`config.mk`:
```
export PLATFORM = sky130hd
export DESIGN_NAME = bba_ctrl
export DESIGN_NICKNAME = d
export VERILOG_FILES = /design/src/rtl/bba_pkg.sv /design/src/rtl/bba_ctrl.sv
export SDC_FILE = /design/constraint.sdc
export NUM_CORES = 1
export LEC_CHECK = 0
export ABC_AREA = 1
export BUFFER_PORTS_ARGS = -buffer_cell sky130_fd_sc_hd__buf_2
export CORE_MARGIN = 3
export CORE_UTILIZATION = 46
export CTS_BUF_LIST = sky130_fd_sc_hd__clkbuf_8
export CTS_CLUSTER_DIAMETER = 120
export CTS_CLUSTER_SIZE = 12
export DETAILED_ROUTE_END_ITERATION = 10
export PLACE_DENSITY = 0.79
export SYNTH_ARGS = -nofsm -noshare
export SYNTH_HDL_FRONTEND = slang
export SYNTH_SLANG_ARGS = --single-unit
```
`constraint.sdc`:
```
create_clock -name clk -period 1.2 [get_ports clk]
set_input_delay 0.12 -clock clk [delete_from_list [all_inputs] [get_ports clk]]
set_output_delay 0.12 -clock clk [all_outputs]
set_load 0.05 [all_outputs]
```
`src/rtl/bba_pkg.sv`:
```
// ----------------------------------------------------------------------------
// bba_pkg
// Shared types and codes for the buddy block allocator: beat payloads,
// granule header entry, datapath commands and status.
// ----------------------------------------------------------------------------
package bba_pkg;

  localparam int SIZE_W    = 14;
  localparam int ADDR_W    = 16;
  localparam int ORD_W     = 5;
  localparam int HDR_BYTES = 8;

  localparam logic [1:0] REQ_ALLOC   = 2'd0;
  localparam logic [1:0] REQ_FREE    = 2'd1;
  localparam logic [1:0] REQ_REALLOC = 2'd2;

  localparam logic [1:0] ST_OK     = 2'd0;
  localparam logic [1:0] ST_INVAL  = 2'd1;
  localparam logic [1:0] ST_NOMEM  = 2'd2;
  localparam logic [1:0] ST_BADPTR = 2'd3;

  typedef struct packed {
    logic [1:0]        req_type;
    logic [SIZE_W-1:0] request_size;
    logic [ADDR_W-1:0] block_addr;
    logic              addr_given;
  } in_t;

  typedef struct packed {
    logic [1:0]        status;
    logic [ADDR_W-1:0] result_addr;
    logic              result_valid;
  } out_t;

  typedef struct packed {
    logic              head;
    logic              alloc;
    logic              pad;
    logic [ORD_W-1:0]  order;
    logic [SIZE_W-1:0] size;
  } gran_t;

  localparam int GRAN_W = $bits(gran_t);

  typedef enum logic [1:0] {
    ACT_INVAL,
    ACT_ALLOC,
    ACT_FREE,
    ACT_REALLOC
  } act_t;

  typedef enum logic [3:0] {
    DP_NOP,
    DP_CLR,
    DP_LOAD,
    DP_CHK_RD,
    DP_CHK_EVAL,
    DP_SCAN_INIT,
    DP_SCAN,
    DP_PICK,
    DP_SPLIT,
    DP_MARK,
    DP_FREE_INIT,
    DP_FREE_RD,
    DP_MERGE,
    DP_FREE_FIN,
    DP_EMIT
  } dp_op_t;

  typedef struct packed {
    dp_op_t     op;
    logic [1:0] st;
  } dp_cmd_t;

  typedef struct packed {
    act_t act;
    logic clr_last;
    logic chk_ok;
    logic grow;
    logic chk_grow;
    logic scan_done;
    logic found;
    logic heap_full;
    logic split_more;
    logic free_top;
    logic merge_ok;
    logic out_free;
  } dp_stat_t;

endpackage

```
`src/rtl/bba_ctrl.sv`:
```
// ----------------------------------------------------------------------------
// bba_ctrl
// Sequencer for the allocator: clearing sweep, request decode, header scan,
// splitting, buddy merging and result hand-off.
// ----------------------------------------------------------------------------
module bba_ctrl
  import bba_pkg::*;
(
  input  logic     clk,
  input  logic     rst_n,
  input  logic     in_valid,
  output logic     in_stall,
  input  dp_stat_t stat,
  output dp_cmd_t  cmd
);

  typedef enum logic [3:0] {
    S_CLEAR,
    S_IDLE,
    S_DECODE,
    S_CHK_RD,
    S_CHK_EVAL,
    S_SCAN_INIT,
    S_SCAN,
    S_PICK,
    S_SPLIT,
    S_FREE_INIT,
    S_FREE_RD,
    S_FREE_EVAL,
    S_FREE_FIN,
    S_EMIT
  } state_t;

  state_t     state_r, state_nxt;
  logic [1:0] st_r, st_nxt;

  always_comb begin
    cmd.op    = DP_NOP;
    cmd.st    = st_r;
    state_nxt = state_r;
    st_nxt    = st_r;
    unique case (state_r)
      S_CLEAR: begin
        cmd.op = DP_CLR;
        if (stat.clr_last) state_nxt = S_IDLE;
      end
      S_IDLE: begin
        if (in_valid) begin
          cmd.op    = DP_LOAD;
          state_nxt = S_DECODE;
        end
      end
      S_DECODE: begin
        unique case (stat.act)
          ACT_INVAL: begin
            st_nxt    = ST_INVAL;
            state_nxt = S_EMIT;
          end
          ACT_ALLOC:   state_nxt = S_SCAN_INIT;
          ACT_FREE:    state_nxt = S_CHK_RD;
          ACT_REALLOC: state_nxt = S_CHK_RD;
        endcase
      end
      S_CHK_RD: begin
        cmd.op    = DP_CHK_RD;
        state_nxt = S_CHK_EVAL;
      end
      S_CHK_EVAL: begin
        cmd.op = DP_CHK_EVAL;
        priority if (!stat.chk_ok) begin
          st_nxt    = ST_BADPTR;
          state_nxt = S_EMIT;
        end else if (stat.act == ACT_FREE) begin
          state_nxt = S_FREE_INIT;
        end else if (stat.chk_grow) begin
          state_nxt = S_SCAN_INIT;
        end else begin
          state_nxt = S_SPLIT;
        end
      end
      S_SCAN_INIT: begin
        cmd.op    = DP_SCAN_INIT;
        state_nxt = S_SCAN;
      end
      S_SCAN: begin
        cmd.op = DP_SCAN;
        if (stat.scan_done) state_nxt = S_PICK;
      end
      S_PICK: begin
        if (stat.found || !stat.heap_full) begin
          cmd.op    = DP_PICK;
          state_nxt = S_SPLIT;
        end else begin
          st_nxt    = ST_NOMEM;
          state_nxt = S_EMIT;
        end
      end
      S_SPLIT: begin
        if (stat.split_more) begin
          cmd.op = DP_SPLIT;
        end else begin
          cmd.op = DP_MARK;
          if (stat.act == ACT_REALLOC && stat.grow) begin
            state_nxt = S_FREE_INIT;
          end else begin
            st_nxt    = ST_OK;
            state_nxt = S_EMIT;
          end
        end
      end
      S_FREE_INIT: begin
        cmd.op    = DP_FREE_INIT;
        state_nxt = S_FREE_RD;
      end
      S_FREE_RD: begin
        if (stat.free_top) begin
          state_nxt = S_FREE_FIN;
        end else begin
          cmd.op    = DP_FREE_RD;
          state_nxt = S_FREE_EVAL;
        end
      end
      S_FREE_EVAL: begin
        if (stat.merge_ok) begin
          cmd.op    = DP_MERGE;
          state_nxt = S_FREE_RD;
        end else begin
          state_nxt = S_FREE_FIN;
        end
      end
      S_FREE_FIN: begin
        cmd.op    = DP_FREE_FIN;
        st_nxt    = ST_OK;
        state_nxt = S_EMIT;
      end
      S_EMIT: begin
        if (stat.out_free) begin
          cmd.op    = DP_EMIT;
          state_nxt = S_IDLE;
        end
      end
      default: state_nxt = S_IDLE;
    endcase
  end

  always_ff @(posedge clk) begin
    if (!rst_n) begin
      state_r <= S_CLEAR;
      st_r    <= ST_OK;
    end else begin
      state_r <= state_nxt;
      st_r    <= st_nxt;
    end
  end

  assign in_stall = (state_r != S_IDLE);

endmodule

```
==> results.py, run 1 <==
metrics = {
    "yosys": {
        "synth_flop_cell": "dfxtp_1",
        "synthArstFlopShare_pct": 0,
        "syn-num-nets": 151,
        "yosysSeqAreaShare_pct": 16.93,
        "netlist_area_um2": 709.4,
        "synth_edf_count": 0,
        "synth_seq_cells": 6,
        "synth.most_common_cell": "nand2_1",
        "yosysWarnings": 0,
        "synth_area_leaders": "nand2_1 (22%), dfxtp_1 (17%), nor2_1 (11%)",
        "synth_cells": 135,
        "synth_cell_types": 19,
        "yosysTopAreaCellShare_pct": 21.69,
        "synth_top_cell_by_area": "nand2_1",
        "synth_common_cells": "nand2_1 (41), nor2_1 (21), inv_1 (19), nand3_1 (15), a21oi_1 (7)",
        "syn_avg_cell_area_um2": 5.255,
    },
    "grt": {
        "grt_max_degree": 7,
    },
    "floorplanning": {
        "fp-row-count": 13,
        "initial_core_util_pct": 51.92,
        "ioPinCount": 23,
        "die_x_um": 45.27,
        "die_h_um": 45.27,
    },
    "run_status": {
        "outcome": "aborted with a tool error",
        "stop_error": "[ERROR DPL-0038] Utilization greater than 100%, impossible to legalize",
        "haltStage": "global routing",
    },
    "place": {
        "dp_hpwl_um": 2018,
        "gp_congestion": 0.9109,
        "io_buffer_count": 22,
        "placedInstanceArea_um2": 1026,
    },
    "clock_network": {
        "cts_buffers": 3,
        "ctsHoldBuffers": 0,
        "h-tree-depth": 1,
        "cts_buffer_depth": 2,
        "clock-sinks": 6,
        "cts_root_buf": "clkbuf_8",
    },
    "timing": {
        "worst_endpoint": "cmd[2]",
        "endpoint_type": "top-level output",
    },
}
==> repair_timing <==
item | in CTS
endpoints found under the setup margin | 11
pin swaps | 6
setup buffers | 8
resized for setup | 43
==> per-stage QoR <==
stage                     instances  util [%]  worst slack, ns
after floorplan                 135         -          -0.1912
after global placement          193     75.09          -0.2284
after detailed placement        193     75.09          -0.2246
after CTS                       205     92.95          -0.3617
==> cell families after synthesis <==
family,synth area share (%)
compound gates,13.58
buf+inv,11.11
flops,16.93
simple gates,58.38
==> run 2, diff against run 1 <==
Settings changed: CORE_AREA from default to 3 3 64 66, CORE_MARGIN 3 to default, CORE_UTILIZATION 46 to default, CTS_BUF_LIST sky130_fd_sc_hd__clkbuf_8 to default, CTS_CLUSTER_DIAMETER 120 to default, CTS_CLUSTER_SIZE 12 to default, DIE_AREA from default to 0 0 67 69, PLACE_DENSITY 0.79 to default, PLACE_DENSITY_LB_ADDON from default to 0.15.
Clock period 1.2 ns to 1.55 ns, I/O delays scaled along.
==> run 2 against run 1 <==
The flow now finishes, with violations (setup timing). Synthesized cell count unchanged. Area after synthesis unchanged.
==> results.py, run 2 <==
metrics = {
    "grt": {
        "use_met2_pct": 22.71,
        "antenna_found_initial": 0,
        "grt_max_degree": 7,
        "track_usage_pct": 12.82,
        "grt.busiest_layer": "met2",
        "grt_pass1_vias": 1025,
        "grt_util_met1_pct": 15.12,
        "gr-usage-met3_pct": 1.954,
        "grt_overflow_total": 0,
        "grt_pass1_wl_um": 4636,
    },
    "floorplanning": {
        "die_x_um": 67,
        "die_h_um": 69,
        "die_area_um2": 4623,
        "design.core.area_um2": 3633,
        "ioPinCount": 23,
        "fp-row-count": 22,
        "initial_core_util_pct": 19.52,
    },
    "place": {
        "io_buffer_count": 22,
        "gp_congestion": 0.9284,
        "dpl.cell_count": 220,
        "dp_hpwl_um": 2268,
    },
    "yosys": {
        "netlist_area_um2": 709.4,
        "synth_cell_types": 19,
        "synth_seq_cells": 6,
        "synthArstFlopShare_pct": 0,
        "yosysWarnings": 0,
        "synth_edf_count": 0,
        "synth_flop_cell": "dfxtp_1",
        "syn_avg_cell_area_um2": 5.255,
        "synth_top_cell_by_area": "nand2_1",
        "synth_common_cells": "nand2_1 (41), nor2_1 (21), inv_1 (19), nand3_1 (15), a21oi_1 (7)",
        "synth_area_leaders": "nand2_1 (22%), dfxtp_1 (17%), nor2_1 (11%)",
        "synth_cells": 135,
        "synth.most_common_cell": "nand2_1",
        "yosysTopAreaCellShare_pct": 21.69,
        "yosysSeqAreaShare_pct": 16.93,
        "syn-num-nets": 151,
    },
    "layout": {
        "num_antenna_cells": 0,
        "layout-drive-gt1-share_pct": 50.83,
        "final_cell_count_no_fill": 229,
        "regMostFlops": "state_r",
        "fin_nets": 199,
        "final_cell_mix": "nand2_1 (31), buf_4 (19), buf_2 (18)",
        "largest_reg_flops": 4,
        "post-route-util_pct": 35.57,
        "area_growth_pct": 82.19,
        "top_regs": "state_r (4), st_r (2)",
        "mostFrequentLayoutCell": "nand2_1",
    },
    "timing": {
        "setup_ws_ns": -0.02333,
        "fin_crit_sh_pct": 101.5,
        "fmax_ghz": 0.6356,
        "min_period_ns": 1.573,
        "setup_viol": 3,
        "slew_viol_final": 0,
        "hold_viol_final": 0,
        "worst_slew_pin_slew_ns": 0.3137,
        "grt_setup_unrepaired": "yes",
        "fin_tns_setup_ns": -0.04956,
        "skew_ns": 0.0001853,
        "relSlewSlack_pct": 79.09,
    },
    "power_and_ir_drop": {
        "internal-power_w": 0.0009614,
        "powerDensity_nw_per_um2": 1622,
        "p_leak_nw": 0.6706,
        "seqPwrFrac_pct": 14.6,
        "swShare_pct": 54.15,
        "pwr-share-comb_pct": 74.2,
        "switchingPower_w": 0.001135,
        "peakVddDrop_v": 0.0003495,
        "p_clk_share_pct": 11.2,
    },
    "run": {
        "maxCapViolations": 0,
    },
    "setup_path": {
        "crit_type": "reg -> out",
        "cp_max_fo": 5,
        "crit_arrival_ns": 1.42,
        "critPathTopFamily": "buffers and inverters",
        "crit_buf_inv": 3,
        "crit_required_ns": 1.39,
        "cpPeakStageDelay_ns": 0.37,
        "path_common_cell": "buf_4",
        "end_kind": "output pin",
        "start_kind": "flop",
        "slowest_stage": "dfxtp_4",
        "crit_chain": "buf_4 > nor2_4 > buf_4 > nand2_1 > buf_2",
    },
    "drt": {
        "drc": 0,
        "viasPerCell": 4.498,
        "ant_nets": 0,
        "vias": 1030,
        "drt_iter0_drc": 72,
        "wl_um": 2841,
        "first_pass_iters": 4,
        "wl_per_cell_um": 12.41,
    },
    "clock_network": {
        "cts_tree": "yes",
        "path_clk_slew_ns": 0.04,
        "clock-sinks": 6,
        "cts_buffer_depth": 2,
        "h-tree-depth": 1,
        "clk_latency_ns": 0.22,
        "ctsHoldBuffers": 0,
        "cts_root_buf": "clkbuf_8",
        "cts_buffers": 3,
    },
    "run_status": {
        "violations": "setup timing",
        "outcome": "finished with violations",
    },
    "hold_path": {
        "min_path_type": "in -> reg",
    },
}
run 2: cell counts after synthesis:
No cell type changed its count.
run 2: cells by family (layout without fill, tap and decap cells):
group                  after synthesis  in the layout  synth area share (%)
AND/OR/NAND/NOR                     92             92                 58.38
AO/OA/AOI/OAI                       16             16                 13.58
buffers and inverters               21             67                 11.11
flip-flops                           6              6                 16.93
run 2: repair_timing:
action | CTS | global route
pin swaps | 6 | 8
endpoints found under the setup margin | 4 | 7
hold endpoints to repair | 0 | 0
buffers inserted | 3 | 4
resized for setup | 40 | 30
run 2: final timing paths:
kind | start | depth (start not counted) | slack [ns] | to
worst max-delay path | state_r[2]$_SDFFE_PN0P_ | 5 | -0.02 | in_stall
worst min-delay path | rst_n | 3 | 0.20 | state_r[0]$_SDFFE_PN0P_
worst max register to register | state_r[2]$_SDFFE_PN0P_ | 8 | 0.03 | state_r[2]$_SDFFE_PN0P_
worst min register to register | st_r[0]$_SDFFE_PN0P_ | 2 | 0.48 | st_r[0]$_SDFFE_PN0P_
run 2: routing by layer:
layer | vias to the layer above | wire length, um | share of wire [%]
li1 | 530 | - | -
met1 | 458 | 1155 | 41
met2 | 34 | 1466 | 52
met3 | 8 | 157 | 5.5
met4 | 0 | 61 | 2.1
met5 | - | 0 | 0
run 2: stage by stage:
| stage | setup WS, ns | instance area, um2 | hold slack [ns] | power [W] |
|---|---|---|---|---|
| 4_1_cts | -0.01649 | 1165 | 0.1989 | 0.001930 |
| 3_5_place_dp | 0.01167 | 992.2 | 0.4407 | 0.001477 |
| 5_1_grt | -0.09917 | 1292 | 0.2210 | 0.002249 |
| 2_1_floorplan | -0.005802 | 709.4 | 0.2907 | 0.001080 |
| 6_report | -0.02333 | 1292 | 0.2005 | 0.002097 |
| 3_3_place_gp | 0.007316 | 992.2 | 0.4405 | 0.001484 |
run 2: worst reg2reg max path, delay by kind of cell (launching register included):
family / cells / cell delay [ns]
simple gates: 5 / 0.67
buf+inv: 2 / 0.30
compound gates: 1 / 0.12
flops: 1 / 0.37
run 2: cell type report:
class / instances / area [um2]
fillers: 415 / 2341
inverters: 21 / 83.83
repair buffers: 43 / 300.3
clock buffers: 3 / 41.29
flip-flops and latches: 6 / 132.6
multi-input cells: 108 / 674.4
well taps: 48 / 60.06
run 2: power by group through the flow:
stage	sequential (W)	combinational [W]	clock, W
floorplan	0.000327	0.000752	0
global placement	0.000254	0.00123	0
detailed placement	0.000257	0.00122	0
CTS	0.000289	0.00140	0.000243
global route	0.000315	0.00168	0.000252
finish	0.000306	0.00156	0.000235
Power figures use the tool's default switching activity.
